File: src/design/ssap_ram.sv
// Generic single-port-write, single-port-read RAM with registered read.
module ssap_ram #(parameter int WIDTH = 24, parameter int DEPTH = 16) (
   input  logic                     clock,
   input  logic                     we,
   input  logic [$clog2(DEPTH)-1:0] waddr,
   input  logic [WIDTH-1:0]         wdata,
   input  logic [$clog2(DEPTH)-1:0] raddr,
   output logic [WIDTH-1:0]         rdata
);
   logic [WIDTH-1:0] mem [DEPTH];
   always_ff @(posedge clock) begin
      if (we) mem[waddr] <= wdata;
      rdata <= mem[raddr];
   end
endmodule

File: config.mk
export PLATFORM = sky130hd
export DESIGN_NAME = ssap_ram
export DESIGN_NICKNAME = d
export VERILOG_FILES = /design/src/design/ssap_ram.sv
export SDC_FILE = /design/constraint.sdc
export NUM_CORES = 1
export LEC_CHECK = 0
export BUFFER_PORTS_ARGS = -buffer_cell sky130_fd_sc_hd__buf_4
export CAP_MARGIN = 10
export CORE_UTILIZATION = 37
export CTS_CLUSTER_SIZE = 20
export DETAILED_ROUTE_END_ITERATION = 8
export REMOVE_ABC_BUFFERS = 1
export SYNTH_ARGS = -nofsm -noshare
export SYNTH_HDL_FRONTEND = slang
export SYNTH_SLANG_ARGS = --single-unit
export TNS_END_PERCENT = 20
File: constraint.sdc
create_clock -name clock -period 2.85 [get_ports clock]
set_input_delay 0.285 -clock clock [delete_from_list [all_inputs] [get_ports clock]]
set_output_delay 0.285 -clock clock [all_outputs]
set_load 0.02 [all_outputs]
# Word level (Yosys, flattened, before mapping)
# Memories as Yosys holds them, arrays and structs flattened. A register that Yosys moved wholly into a read port is not among the register bits.
# Cells that the tools add are included.
# op_classes
muxes	2
# op_table
op	n
$mux W1	2
# totals
in_bits	34
register_bits	0
n_memories	1
ramBits	384
out_inout_bits	24
word_cells	3
# mem_list
memory	words	word_bits	read_ports	rd_ports_with_merged_regs	write_ports	line	text
mem	16	24	1	1	1	10	logic [WIDTH-1:0] mem [DEPTH];

# Longest topological paths before layout
# logic_depth
word_depth	2
ltp_mapped	6
mapped_depth_nobuf	3

# Least setup slack after synthesis
# Ideal clock, no wire load.
# synth_path
kind	in2reg
start	input waddr[2]
end	memory mem[0][0] (enable)
required_time_ns	2.415
cell_stages	2
arrival_ns	2.467
setup_slack_ns	-0.052
setup_time_ns	0.435
path_buffers	0
path_cell_list	or3b_2 -> nor3_1
# synth_lines
item	line	text
start, declared	5	input logic [$clog2(DEPTH)-1:0] waddr,
end, declared	10	
# No word-level cell before the write port.

# Worst setup path in the final report
# layout_path
start	input waddr[3]
end	memory mem[5][11] (enable)
# No word-level cell before the write port.

==> impl_summary.md <==
Placement
After legalization and detailed placement, the total HPWL measured 16.5 mm. The routability-driven placement congestion ratio is 0.688. The quantity of I/O buffers inserted on ports is 57. Including well taps, the total number of placed cells is 1212.

The post-detailed-placement cell area is about 0.016 mm^2. The placement-stage worst setup slack is 0.876 ns.

Power and ir drop
Across the VDD grid, the largest voltage drop is 377 uV. The share of total power dissipated in combinational logic is 0.053. In this run the power spent charging and discharging nets is around 2.6 mW. For this design the ratio of total power to cell area is 718 mW/mm^2. The proportion of power drawn by the clock network is 0.414. The total design power is between 10 and 15 mW. The internal cell power is 10.1 mW. The net switching share of the total power is 0.202. The share of total power dissipated in sequential elements is 0.533. The leakage power of the design is about 5.6 nW.

Floorplanning
In this run the count of I/O pins placed on the die edge is 58. The initial core utilization is 0.376. After floorplanning, the core was divided into 73 placement rows.

The area of the die is 0.0412 mm^2. The height of the die is slightly above 200 um. The die width is 203 um. The floorplan core area is 0.0397 mm^2.

Timing
The max-slew violation total from the final report was 0. The final period utilization is 0.507. The number of endpoints with negative hold slack in the final report was 0. Counting I/O delays and the setup requirement, the final critical path takes approximately 1.4 ns. Setup violations remaining at the end of the flow were counted as 0.

In this run the tightest slew margin relative to its limit is 0.503. Setup slack closes at 1.41 ns. For the pin with the worst max-slew slack, the measured transition is about 0.74 ns. The highest clock rate is 692 MHz. For the final routed database, the setup TNS stands at 0 ns.

Setup repair after global routing left no endpoint under its margin. Across all hold checks on the routed design, the worst slack comes to 0.0527 ns. For the final database, setup skew stands at between 0.007 and 0.008 ns.

Detailed routing
The average vias per placed instance is roughly 5.2. After detailed routing, the average wire length per cell comes to 24.4 um. The number of design-rule violations left by the first detailed-router iteration is 596. The detailed-routing iteration count for the pre-antenna-repair pass is 5. The sum of routed wire length over all layers is 31.3 mm. The via count of the routed design is 6719. The remaining design rule violation count is 0. The number of nets still failing antenna checks after routing is 0.

Setup path
The worst setup path is launched from a primary input. The worst reg2reg path startpoint is mem[3][23]$_DFFE_PP_. The worst setup path is captured at a flop.

The worst register-to-register path has a depth of 3. Data on the critical path is required at its endpoint by 3.08 ns. The maximum fanout along the worst path is 13. The type of the worst setup path is in2reg. The data arrival time of the worst path is 1.68 ns. The setup slack on the worst flop-to-flop path is between 1.5 and 2 ns. In this run the critical register-to-register path is captured at rdata[23]$_DFF_P_.

Run status
The flow ran to the end, and the final reports show no timing, DRC or antenna violations.

CTS
For this design, the CTS-stage hold fixing added 0 buffers. The clock net sink count is 408. The CTS H-tree depth is 2. Counting the buffers created by CTS gives between 40 and 50. The root buffer cell chosen for the clock tree is clkbuf_16. The clock insertion delay at the later pin of the skew report is 0.53 ns. The number of setup buffers added after CTS is 0. The TritonCTS clock tree is done. No sink is reached through more buffers than the 3 on the longest clock path.

The number of cells upsized or downsized after cts is 0. Clock-pin slew was measured on the worst setup and hold paths at 0.06 ns.

Cells and area
For this run, the share of the core covered by cells in the final layout is 0.444. After the flow finishes, the layout carries non-filler instances totaling 1286. Relative to the synthesized area, the layout overhead comes to 18.1%.

The final net count is 765. The number of fill cells is 3311. The number of antenna repair diodes is 0.

The share of cells above drive strength 1 is 0.342. With fillers left out, the area of the finished cells amounts to around 0.018 mm^2.

Job
The number of maximum-capacitance violations is 0.

Logic synthesis
The sequential share of the synthesized area is 0.804. A synthesized cell averages 23.5 um^2. The number of distinct standard cells referenced by the synthesized netlist is 16. The warning count from the yosys run is 0. The mapped netlist covers 0.0149 mm^2. After synthesis the netlist holds a flip-flop and latch count of 408. The gate count of the mapped netlist is 636.

Hold path
Along the worst hold path, the cell count comes to 1. The worst hold path terminates at mem[3][10]$_DFFE_PP_. The path class of the tightest hold or removal check is in2reg. The worst hold path begins at wdata[10].

GRT
Across every metal layer, demand over resource in global routing totals 0.156. The number of antenna violations at the first check in global routing was 0. The via count of the first global-routing pass is 7021. For this run the aggregate overflow at the end of global routing stands at 0. Entering global routing, the biggest net connects 41 pins. The first-pass GRT wire length is 46.7 mm.
==> registers in the layout, summed over array words and instances, names as in the netlist <==
name,flops
rdata,24
mem,384
==> critical path: stages <==
cell and delay, ns:
buf_4 0.12, nand3b_1 0.41, nor2_4 0.61, buf_12 0.24
==> routing by layer <==
layer	track usage	wire, um	up-vias
met5	0	0	-
met3	0.0284	1790	31
met1	0.230	14400	3610
li1	-	-	2887
met2	0.242	14800	191
met4	0.0376	329	0
==> worst max path at each step <==
stage	to	cells after the start	start	slack (ns)
2_1_floorplan	mem[0][0]$_DFFE_PP_	2	waddr[2]	-0.05
3_3_place_gp	mem[0][17]$_DFFE_PP_	4	waddr[2]	0.87
3_5_place_dp	mem[0][15]$_DFFE_PP_	4	waddr[2]	0.88
4_1_cts	mem[0][15]$_DFFE_PP_	4	waddr[2]	1.40
5_1_grt	mem[5][16]$_DFFE_PP_	4	waddr[3]	1.39
6_report	mem[5][11]$_DFFE_PP_	4	waddr[3]	1.41
==> cells by family after synthesis <==
group	synth area share
compound gates	0.0241
buf+inv	0.0116
flops	0.804
mux	0.145
simple gates	0.0149
==> layout make-up <==
| class | count | area (um^2) | share of cell area |
|---|---|---|---|
| clock inverter | 6 | 30.0 | 0.00170 |
| multi-input combinational | 195 | 2860 | 0.162 |
| timing repair buffer | 84 | 772 | 0.0438 |
| tap | 525 | 657 | 0.0372 |
| clock buffer | 68 | 1300 | 0.0739 |
| sequential | 408 | 12000 | 0.681 |
==> Yosys cell counts, drive strengths merged <==
cell type	number	share of area
edfxtp	384	0.77
mux4	96	0.14
a22oi	48	0.024
nand2	25	0.0063
dfxtp	24	0.032
clkbuf	18	0.0045
buf	15	0.0071
nor2	13	0.0033
nor3	4	0.0013
nand2b	2	0.00084
nand3b	2	0.0010
nor2b	2	0.00084
and2	1	0.00042
nand3	1	0.00033
or3b	1	0.00059
==> placed cells by master, fill, tap and decap left out, drive strengths merged <==
cell,instances
nand2,25
a22oi,48
nand3b,2
nor3,4
mux4,96
nor2,13
and2,1
or3b,1
buf,84
nand2b,2
nor2b,2
edfxtp,384
dfxtp,24
clkinv,6
nand3,1
clkbuf,68
==> power groups by stage <==
stage / clock network [mW] / registers [mW] / logic (mW)
finish: 5.24 / 6.75 / 0.671
detailed placement: 0 / 6.88 / 0.683
floorplan: 0 / 6.91 / 0.260
CTS: 5.35 / 6.76 / 0.685
global route: 5.59 / 6.76 / 0.725
global placement: 0 / 6.88 / 0.679
No activity file was read; power rests on OpenSTA's default activity.
