## src/design/ssap_pkg.sv

```systemverilog
// Package: constants, types and helpers shared by the phaser modules.
package ssap_pkg;

   localparam int StagesDefault = 6;
   localparam int SampleWidthDefault = 16;
   localparam int SineEntriesDefault = 256;
   localparam int IntBits = 24;
   localparam int FracBits = 22;
   localparam int DivBits = 40;

   localparam logic [2:0] CsrSweepMin = 3'd0;
   localparam logic [2:0] CsrSweepMax = 3'd1;
   localparam logic [2:0] CsrLfoStep = 3'd2;
   localparam logic [2:0] CsrFeedback = 3'd3;
   localparam logic [2:0] CsrMixDepth = 3'd4;

   typedef enum logic [3:0] {
      ST_IDLE, ST_SINE, ST_SWEEP, ST_DIV, ST_FEED, ST_READ, ST_MUL1, ST_Y, ST_MUL2,
      ST_M, ST_MIX, ST_OUT
   } state_type;

   // Round right shift, ties toward plus infinity.
   function automatic logic signed [63:0] rsr(input logic signed [63:0] p, input int n);
      begin
         rsr = (p + (64'sd1 <<< (n - 1))) >>> n;
      end
   endfunction

   function automatic logic signed [23:0] sat24(input logic signed [63:0] v);
      begin
         if (v > 64'sd8388607) sat24 = 24'sh7FFFFF;
         else if (v < -64'sd8388608) sat24 = 24'sh800000;
         else sat24 = v[23:0];
      end
   endfunction

endpackage

```

## src/design/ssap_div.sv

```systemverilog
// Restoring divider giving the rounded allpass coefficient one bit a cycle.
module ssap_div import ssap_pkg::*; (
   input  logic        clock,
   input  logic        reset,
   input  logic        start,
   input  logic [15:0] d,
   output logic        done,
   output logic [23:0] quot
);
   logic [DivBits-1:0] num_ff, num_in;
   logic [17:0] den_ff, den_in;
   logic [17:0] rem_ff, rem_in;
   logic [DivBits-1:0] q_ff, q_in;
   logic [5:0] cnt_ff, cnt_in;
   logic busy_ff, busy_in;
   logic [18:0] trial;

   always_comb begin
      num_in = num_ff; den_in = den_ff; rem_in = rem_ff; q_in = q_ff;
      cnt_in = cnt_ff; busy_in = busy_ff;
      trial = {rem_ff, num_ff[DivBits-1]};
      if (start) begin
         // Numerator 2*(65536-d)<<22 + den, divided by 2*den, gives rounding.
         num_in = (DivBits'(17'd65536 - 17'(d)) << (FracBits + 1)) + DivBits'(17'd65536 + 17'(d));
         den_in = 18'(17'd65536 + 17'(d)) << 1;
         rem_in = '0; q_in = '0; cnt_in = '0; busy_in = 1'b1;
      end else if (busy_ff) begin
         num_in = num_ff << 1;
         if (trial >= {1'b0, den_ff}) begin
            rem_in = 18'(trial - {1'b0, den_ff});
            q_in = {q_ff[DivBits-2:0], 1'b1};
         end else begin
            rem_in = trial[17:0];
            q_in = {q_ff[DivBits-2:0], 1'b0};
         end
         cnt_in = cnt_ff + 6'd1;
         if (cnt_ff == 6'(DivBits - 1)) busy_in = 1'b0;
      end
   end

   always_ff @(posedge clock) begin
      if (reset) begin
         busy_ff <= 1'b0; cnt_ff <= '0;
      end else begin
         busy_ff <= busy_in; cnt_ff <= cnt_in;
      end
      num_ff <= num_in; den_ff <= den_in; rem_ff <= rem_in; q_ff <= q_in;
   end

   assign done = busy_ff && cnt_ff == 6'(DivBits - 1);
   assign quot = q_in[23:0];
endmodule

```

## config.mk

```make
export PLATFORM = sky130hd
export DESIGN_NAME = ssap_div
export DESIGN_NICKNAME = d
export VERILOG_FILES = /design/src/design/ssap_pkg.sv /design/src/design/ssap_div.sv
export SDC_FILE = /design/constraint.sdc
export NUM_CORES = 1
export LEC_CHECK = 0
export BUFFER_PORTS_ARGS = -buffer_cell sky130_fd_sc_hd__buf_2
export CORE_UTILIZATION = 50
export CTS_BUF_LIST = sky130_fd_sc_hd__clkbuf_16
export CTS_CLUSTER_DIAMETER = 80
export DETAILED_ROUTE_END_ITERATION = 8
export PLACE_DENSITY = 0.71
export SLEW_MARGIN = 5
export SYNTH_ARGS = -nofsm -noshare
export SYNTH_HDL_FRONTEND = slang
export SYNTH_SLANG_ARGS = --single-unit
```

## constraint.sdc

```tcl
create_clock -name clock -period 2.1 [get_ports clock]
set_input_delay 0.21 -clock clock [delete_from_list [all_inputs] [get_ports clock]]
set_output_delay 0.21 -clock clock [all_outputs]
set_load 0.005 [all_outputs]
```

Word-level counts from Yosys, hierarchy flattened
Cells that the tools add are included.
{ "word_totals": {"ff_bits": 106, "latchBits": 0, "mem_bits_rw": 0, "mem_bits_ro": 0, "input_bits": 19, "word_cells": 26, "n_memories": 0} }
{ "classes": {"addsub": 6, "mul": 0, "div": 0, "magnitude_cmp": 1, "n_eq_ne": 1, "n_shift": 0, "n_mux": 9, "bitwise_logic": 0, "reduce_logical": 3} }
{ "ops": {"columns": ["op", "n"], "rows": [
  ["$mux W40", 2],
  ["$mux W24", 2],
  ["$add A40 B18 Y40", 1],
  ["$ge A19 B18 Y1", 1],
  ["$add A17 B16 Y18 const A", 1],
  ["$mux W18", 1],
  ["$sub A18 B18 Y18", 1],
  ["$add A17 B16 Y17 const A", 1],
  ["$sub A17 B16 Y17 const A", 1],
  ["$add A6 B1 Y6 const B", 1],
  ["$eq A6 B6 Y1 const B", 1],
  ["$mux W1", 4],
  ["$reduce_bool A2 Y1", 1],
  ["$reduce_or A2 Y1", 1],
  ["$logic_and A1 B1 Y1", 1]
]} }

Logic depth before layout (Yosys ltp)
Gate-level depths: netlist of run 1.
{ "depth": {"depth_word": 4, "depth_mapped": 12, "depth_no_buf": 10} }

Least setup slack after synthesis of run 1
OpenSTA, ideal clock, no wires.
{ "synth_timing": {"kind": "reg-to-output", "startpoint": "register den_ff[1]", "endpoint": "output port quot[0]", "arrival_ps": 2144, "required_time_ps": 1890, "slack_ps": -254, "stages_incl_launch_ff": 12, "path_cell_list": "edfxtp_1 > ha_1 > fa_1 > nand2b_1 > a21oi_1 > nand2b_1 > o21ai_2 > nand3_2 > buf_6 > buf_12 > nor2_1 > nor3_1"} }
{ "synth_between": {"elab_chain_cells": 4} }
{ "synth_lines": {"columns": ["element", "line", "text"], "rows": [
  ["start, declared", "ssap_div.sv:11", "logic [17:0] den_ff, den_in;"],
  ["start signal, assigned", "ssap_div.sv:47", "num_ff <= num_in; den_ff <= den_in; rem_ff <= rem_in; q_ff <= q_in;"],
  ["$ge A19 B18 Y1", "ssap_div.sv:29", "if (trial >= {1'b0, den_ff}) begin"],
  ["$mux W1", "ssap_div.sv:29", null],
  ["$mux W24", "ssap_div.sv:27", "end else if (busy_ff) begin"],
  ["$mux W24", "ssap_div.sv:22", "if (start) begin"],
  ["end, declared", "ssap_div.sv:8", "output logic [23:0] quot"]
]} }
Every way passes these cells.

Final worst setup path of run 1
Ends and elaborated chain as after synthesis.

==> summary.txt, run 1 <==
Run status
  • Status: finished, violations left
  • Failing checks: negative setup slack

CTS
  • CTS tree: yes
  • Clock buffer depth: 2
  • Worst-path clk slew: 0.07 ns
  • Number of buffers created by CTS: 9
  • Total clock sinks: 105
  • Clock Latency Late Sink: 0.34 ns
  • H-tree depth: 3
  • Root buffer cell: clkbuf_16

Global routing
  • Final global-route overflow total: 0
  • Total GRT Usage: 0.211
  • Global-route wire length before repair: 18300 um
  • Vias in the first global route: 3874
  • Initial antenna violation count: 0
  • Largest net degree at the start of global routing: 58

Floorplanning
  • Core area: 10300 um^2
  • Die width: 105 um
  • Rows: 37
  • Die height: 105 um
  • I/O pin cnt: 44
  • Die area: 10900 um^2
  • Initial Util: 0.511

Finish
  • Design Area, Final: 6510 um^2
  • Proportion of layout cells with a drive suffix above 1: 0.343
  • Nets: 610
  • Layout Area Growth over Synthesis: 23.9%
  • Post-layout util: 0.634
  • Diode count: 0

Power
  • LEAKAGE: 0.00263 uW
  • Power per cell area: 725 nW/um^2
  • Maximum VDD drop: 0.562 mV
  • Tot Pwr: 4720 uW

STA
  • Min Tclk post-route: 2.41 ns
  • Fmax: 414 MHz
  • Smallest hold slack: 0.0373 ns
  • Slew margin rel.: 0.667
  • Hold Violations, Final: 0
  • RSZ-0062 raised after global routing: yes
  • Slew @ Worst Pin: 0.499 ns
  • Setup Skew: 0.00509 ns
  • Fin. max-slew vios: 0
  • Final Cycle Share: 1.15
  • Final setup margin: -0.315 ns
  • # setup viols final: 18

Routing
  • Initial DRC count: 144
  • Remaining antenna violation count after routing: 0
  • # DRC: 0
  • Average wire per standard cell: 15.6 um
  • Routed WL: 11200 um
  • Drt pass-1 iters: 4
  • Avg Vias per Cell: 5.34
  • Vias: 3810

Yosys
  • Synthesis Warnings: 0
  • Register area share after synthesis: 0.507
  • Synth Instances: 478
  • Post-synth top flop: edfxtp_1
  • Yosys top cell area share: 0.320
  • Register bit total from synthesis: 105
  • EDFF count, synth: 56
  • Synth unique cells: 60
  • Async SR Flop Fraction: 0
  • Syn_area_per_cell: 11.0 um^2
  • Synth Cell Area: 5260 um^2
  • Dominant cell type by area after synthesis: edfxtp_1
  • Syn Nets: 516
  • Ranking of synthesized cells by area: edfxtp_1 32%, dfxtp_1 19%, mux2i_1 7.2%

Placed design
  • PortBufs: 43
  • Placed inst area: 5960 um^2
  • RePlAce Congestion: 0.834
  • Detailed Place HPWL: 7280 um

Worst setup path
  • Worst setup SP type: flip-flop
  • Critical path class: flip-flop to output port
  • FF-to-FF setup slack: -0.28 ns
  • Required @ worst endpoint: 1.89 ns
  • CP Data Arrival Time: 2.20 ns
  • CP endpoint kind: output port
  • Max Fanout on Critical Path: 2

Hold path
  • Worst Hold Class: input port to flip-flop

Flow run
  • Max-cap check violation count: 0
==> layout by cell type (no fill, tap or decap), drive strengths merged, types with 8 or more instances in the layout <==
cell type	instances
o21ai	22
nor3	10
nand2	27
nand2b	8
a21oi	17
inv	30
mux2i	38
xnor2	14
edfxtp	56
xor2	15
ha	18
dfxtp	49
a211oi	9
nor2	58
mux2	30
buf	103
clkbuf	10
==> worst max-delay path, cell delays in order, from the launching register on <==
cell	delay [ns]
edfxtp_1	0.39
ha_2	0.20
fa_2	0.34
nand2b_4	0.15
a21oi_2	0.13
nand2b_4	0.16
o21ai_4	0.07
nand3_4	0.11
nor2_1	0.05
nor3_2	0.11
buf_2	0.14
==> cells by family (layout without fill, tap and decap cells) <==
group	after synthesis	after routing	synth area share
flops	105	105	0.507
buf+inv	45	144	0.0388
simple gates	138	138	0.128
fa+ha+maj	19	19	0.0467
compound gates	74	74	0.0948
mux	68	68	0.137
xor+xnor	29	29	0.0483
==> stage by stage <==
| stage | TNS, ns | setup WS (ns) | cells |
|---|---|---|---|
| 2_1_floorplan | -0.190 | -0.0529 | 478 |
| 3_3_place_gp | -0.560 | -0.0784 | 687 |
| 3_5_place_dp | -1.13 | -0.133 | 687 |
| 4_1_cts | -3.22 | -0.317 | 711 |
| 5_1_grt | -5.69 | -0.417 | 713 |
| 6_report | -3.88 | -0.315 | 713 |
==> cells in the mapped netlist (3+ instances only) <==
cell	number
buf_1	4
inv_1	25
xor2_1	15
ha_1	18
a211oi_1	9
dfxtp_1	49
mux2i_1	38
edfxtp_1	56
nand2_1	25
a21oi_1	14
nand3_1	5
a31oi_1	4
nor2_1	57
nor3_1	8
o21a_1	3
clkbuf_1	12
or2_2	3
nand4_1	6
nand2b_1	8
nor2b_1	7
xnor2_1	14
o211ai_1	3
mux2_2	30
o21ai_1	6
o21ai_0	14
==> flip-flops by register name (all words and copies together) (netlist names) <==
name     flops
q_ff        24
rem_ff      18
cnt_ff       6
num_ff      40
busy_ff      1
den_ff      16
==> timing repair <==
item                                    CTS  global route
hold buffers                              0             0
resized for setup                        23            20
pin swaps                                18            10
gates cloned                              0             0
hold endpoints to repair                  0             0
endpoints found under the setup margin   17            18
buffers inserted                          9             6
==> routing by layer <==
layer	vias up	routed length [um]	track usage	share of wire
met5	-	0	0	0
met4	0	210	0.0776	0.019
met3	18	213	0.0345	0.019
met2	46	5530	0.361	0.50
met1	1846	5200	0.268	0.47
li1	1900	-	-	-
==> path summary, 6_finish.rpt <==
kind,depth (start not counted),end,from
setup / recovery,10,quot[0],den_ff[1]
hold / removal,2,busy_ff,reset
setup reg to reg,12,rem_ff[6],den_ff[1]
hold reg to reg,2,rem_ff[17],rem_ff[17]
==> final cells by class <==
cell class,instances,area (um^2)
multi-input combinational,328,2580
inverter,25,93.8
timing repair buffer,103,716
tap,136,170
clock inverter,6,32.5
fill,797,3770
clock buffer,10,250
sequential,105,2670
==> report_power, final <==
part / total [uW] / switching, uW / internal [uW]
clock: 1600 / 735 / 868
combinational: 752 / 398 / 354
sequential: 2370 / 55.5 / 2310
total: 4720 / 1190 / 3540
(Power assumes the default switching activity.)
==> run 2, diff against run 1 <==
Settings changed: PLACE_DENSITY 0.71 to 0.69.
Clock period 2.1 ns to 2.8 ns, I/O delays scaled along.
==> run 2 against run 1 <==
Against the previous run:
- the flow now finishes without violations
- critical path depth unchanged
- power decreased by 27%
- utilization decreased by 5.7 points
- count of clock-buffer cells in the layout decreased by 1
- die area unchanged
- sequential share of layout area increased by 4.0 points
- sequential power decreased by 25%
- final area decreased by 9.0%
- routed wire length decreased by 11%
- clock skew increased by 0.0022 ns
- critical path type unchanged
- largest cell class unchanged
- largest power group unchanged
==> summary.txt, run 2 (synthesized netlist as in run 1, its figures left out) <==
Hold path
  • Hold path startpoint: reset
  • Worst Hold Class: input port to flip-flop
  • Hold Path Cell Cnt: 2 (unchanged)
  • WHS Endpoint: busy_ff

CTS
  • Total clock sinks: 105 (unchanged)
  • Clock buffer depth: 2 (unchanged)
  • Root buffer cell: clkbuf_16
  • Clock Latency Late Sink: 0.35 ns (about the same)
  • # hold bufs at CTS: 0 (unchanged)
  • H-tree depth: 3 (unchanged)
  • Number of buffers created by CTS: 9 (unchanged)
  • CTS tree: yes
  • Worst-path clk slew: 0.06 ns (about the same)

Placed design
  • PortBufs: 43 (unchanged)
  • Pre-CTS setup slack: 0.183 ns (+0.316 ns)
  • Detailed Place HPWL: 6890 um (-5.4%)
  • RePlAce Congestion: 0.892 (+6.9%)
  • Placed Cells: 644 (-6.3%)
  • Placed inst area: 5590 um^2 (-6.3%)

Routing
  • Routed WL: 9890 um (-11%)
  • Remaining antenna violation count after routing: 0 (unchanged)
  • Avg Vias per Cell: 5.36 (+0.25%)
  • Average wire per standard cell: 14.9 um (-4.8%)
  • Drt pass-1 iters: 4 (unchanged)
  • Initial DRC count: 214 (+49%)
  • Vias: 3557 (-6.6%)
  • # DRC: 0 (unchanged)

Worst setup path
  • R2r startpoint: den_ff[1]
  • Max Fanout on Critical Path: 4 (+2)
  • FF-to-FF path depth: 11 (-1)
  • CP max stage delay: 0.37 ns (-0.02 ns)
  • Slowest cell on crit path: edfxtp_1
  • CP Data Arrival Time: 2.38 ns (+0.18 ns)
  • Worst R2R End: rem_ff[3]
  • Critical path, cell by cell: ha_1 -> fa_2 -> nand2b_1 -> a21oi_2 -> nand2b_4 -> o21ai_2 -> nand3_2 -> nor2_1 -> nor3_2 -> buf_2
  • Worst setup SP type: flip-flop
  • CP endpoint kind: output port
  • FF-to-FF setup slack: 0.29 ns (+0.57 ns)
  • Critical path class: flip-flop to output port
  • Required @ worst endpoint: 2.52 ns (+0.63 ns)

STA
  • Hold Violations, Final: 0 (unchanged)
  • Slew @ Worst Pin: 0.518 ns (+0.0190 ns)
  • Slew margin rel.: 0.655 (-0.0127)
  • Fin. max-slew vios: 0 (unchanged)
  • Final setup margin: 0.145 ns (+0.460 ns)
  • Setup Skew: 0.00726 ns (+0.00217 ns)
  • # setup viols final: 0 (-18)
  • Final Cycle Share: 0.948
  • Min Tclk post-route: 2.66 ns
  • Fmax: 377 MHz

Power
  • LEAKAGE: 0.00235 uW (-11%)
  • Maximum VDD drop: 0.430 mV (-23%)
  • Power per cell area: 581 nW/um^2 (-20%)

Finish
  • Nets: 561 (-8.0%)
  • FILL cells: 900 (+13%)
  • Proportion of layout cells with a drive suffix above 1: 0.229 (-0.114)
  • Design Area, Final: 5920 um^2 (-9.0%)
  • Top flop regs: num_ff (40), q_ff (24), rem_ff (18)
  • Diode count: 0 (unchanged)
  • Highest-count cells in the layout ignoring fill and taps: 57 x nor2_1, 56 x edfxtp_1, 48 x dfxtp_1, 42 x buf_2, 38 x mux2i_1
  • Largest reg by FF count: num_ff
  • Post-layout util: 0.576 (-0.0571)
  • Max reg flops: 40 (unchanged)
  • Non-Filler Instances: 664 (-6.9%)
  • Most common cell after layout, fill and taps aside: nor2_1
  • Layout Area Growth over Synthesis: 12.7%

Global routing
  • Largest net degree at the start of global routing: 41 (-29%)
  • Vias in the first global route: 3472 (-10%)
  • Total GRT Usage: 0.195 (-0.0162)
  • Initial antenna violation count: 0 (unchanged)
  • Global-route wire length before repair: 16800 um (-8.3%)
  • Final global-route overflow total: 0 (unchanged)

Floorplanning
  • Core area: 10300 um^2 (unchanged)
  • Die height: 105 um (unchanged)
  • Initial Util: 0.511 (unchanged)
  • Die width: 105 um (unchanged)
  • Rows: 37 (unchanged)
  • I/O pin cnt: 44 (unchanged)
  • Die area: 10900 um^2 (unchanged)

Run status
  • Status: complete, no violations

Flow run
  • Max-cap check violation count: 0 (unchanged)
==> run 2: cell types whose count changed in the layout (fill, tap and decap cells not counted), sizes merged <==
cell    change
clkbuf      -1
buf        -49
clkinv      +3
bufinv      +1
inv         -3
==> run 2: critical path: cells and delay by family, from the launching register on <==
kind	cells	cell delay [ns]
buffers and inverters	1	0.15
AND/OR/NAND/NOR	5	0.66
adder cells (fa/ha/maj)	2	0.60
flip-flops	1	0.37
AO/OA/AOI/OAI	2	0.26
==> run 2: per-layer routing <==
| layer | GRT usage | vias to the layer above | part of all wire |
|---|---|---|---|
| met5 | 0 | - | 0 |
| met4 | 0.0776 | 0 | 0.018 |
| met3 | 0.0395 | 12 | 0.031 |
| met2 | 0.301 | 47 | 0.47 |
| met1 | 0.268 | 1701 | 0.48 |
| li1 | - | 1797 | - |
==> run 2: power by group <==
part	internal, uW	total (uW)	switching [uW]
registers	1730	1770	36.3
clock network	685	1220	536
logic	188	450	261
total	2610	3440	833
==> run 2: worst max path at each step <==
stage,to,slack (ns),start
after floorplan,quot[0],0.38,den_ff[1]
after global placement,rem_ff[8],0.33,den_ff[1]
after detailed placement,rem_ff[6],0.18,den_ff[1]
after CTS,quot[0],0.003,den_ff[1]
after global routing,quot[0],-0.003,rem_ff[0]
final,quot[0],0.14,den_ff[1]
==> run 2: layout make-up <==
class                      instances  area (um^2)  share of cell area
sequential                       105         2660               0.450
multi-input combinational        328         2410               0.406
timing repair buffer              54          300              0.0507
clock buffer                       9          225              0.0380
tap                              136          170              0.0287
inverter                          25         93.8              0.0158
clock inverter                     7         63.8              0.0108
==> run 2: through the flow <==
step | total power, uW | hold WS, ns | setup TNS (ns)
6_report | 3440 | 0.102 | 0
5_1_grt | 3590 | 0.0947 | -0.00327
4_1_cts | 3470 | 0.0937 | 0
3_5_place_dp | 2240 | 0.459 | 0
3_3_place_gp | 2230 | 0.456 | 0
2_1_floorplan | 2130 | 0.352 | 0
==> run 2: what timing repair did <==
action | 4_1_cts | 5_1_grt
endpoints found under the setup margin | 1 | 1
buffers inserted | 1 | 3
endpoints found under the hold margin | 0 | 0
pin swaps | 1 | 1
gates cloned | 0 | 0
resized for setup | 2 | 2
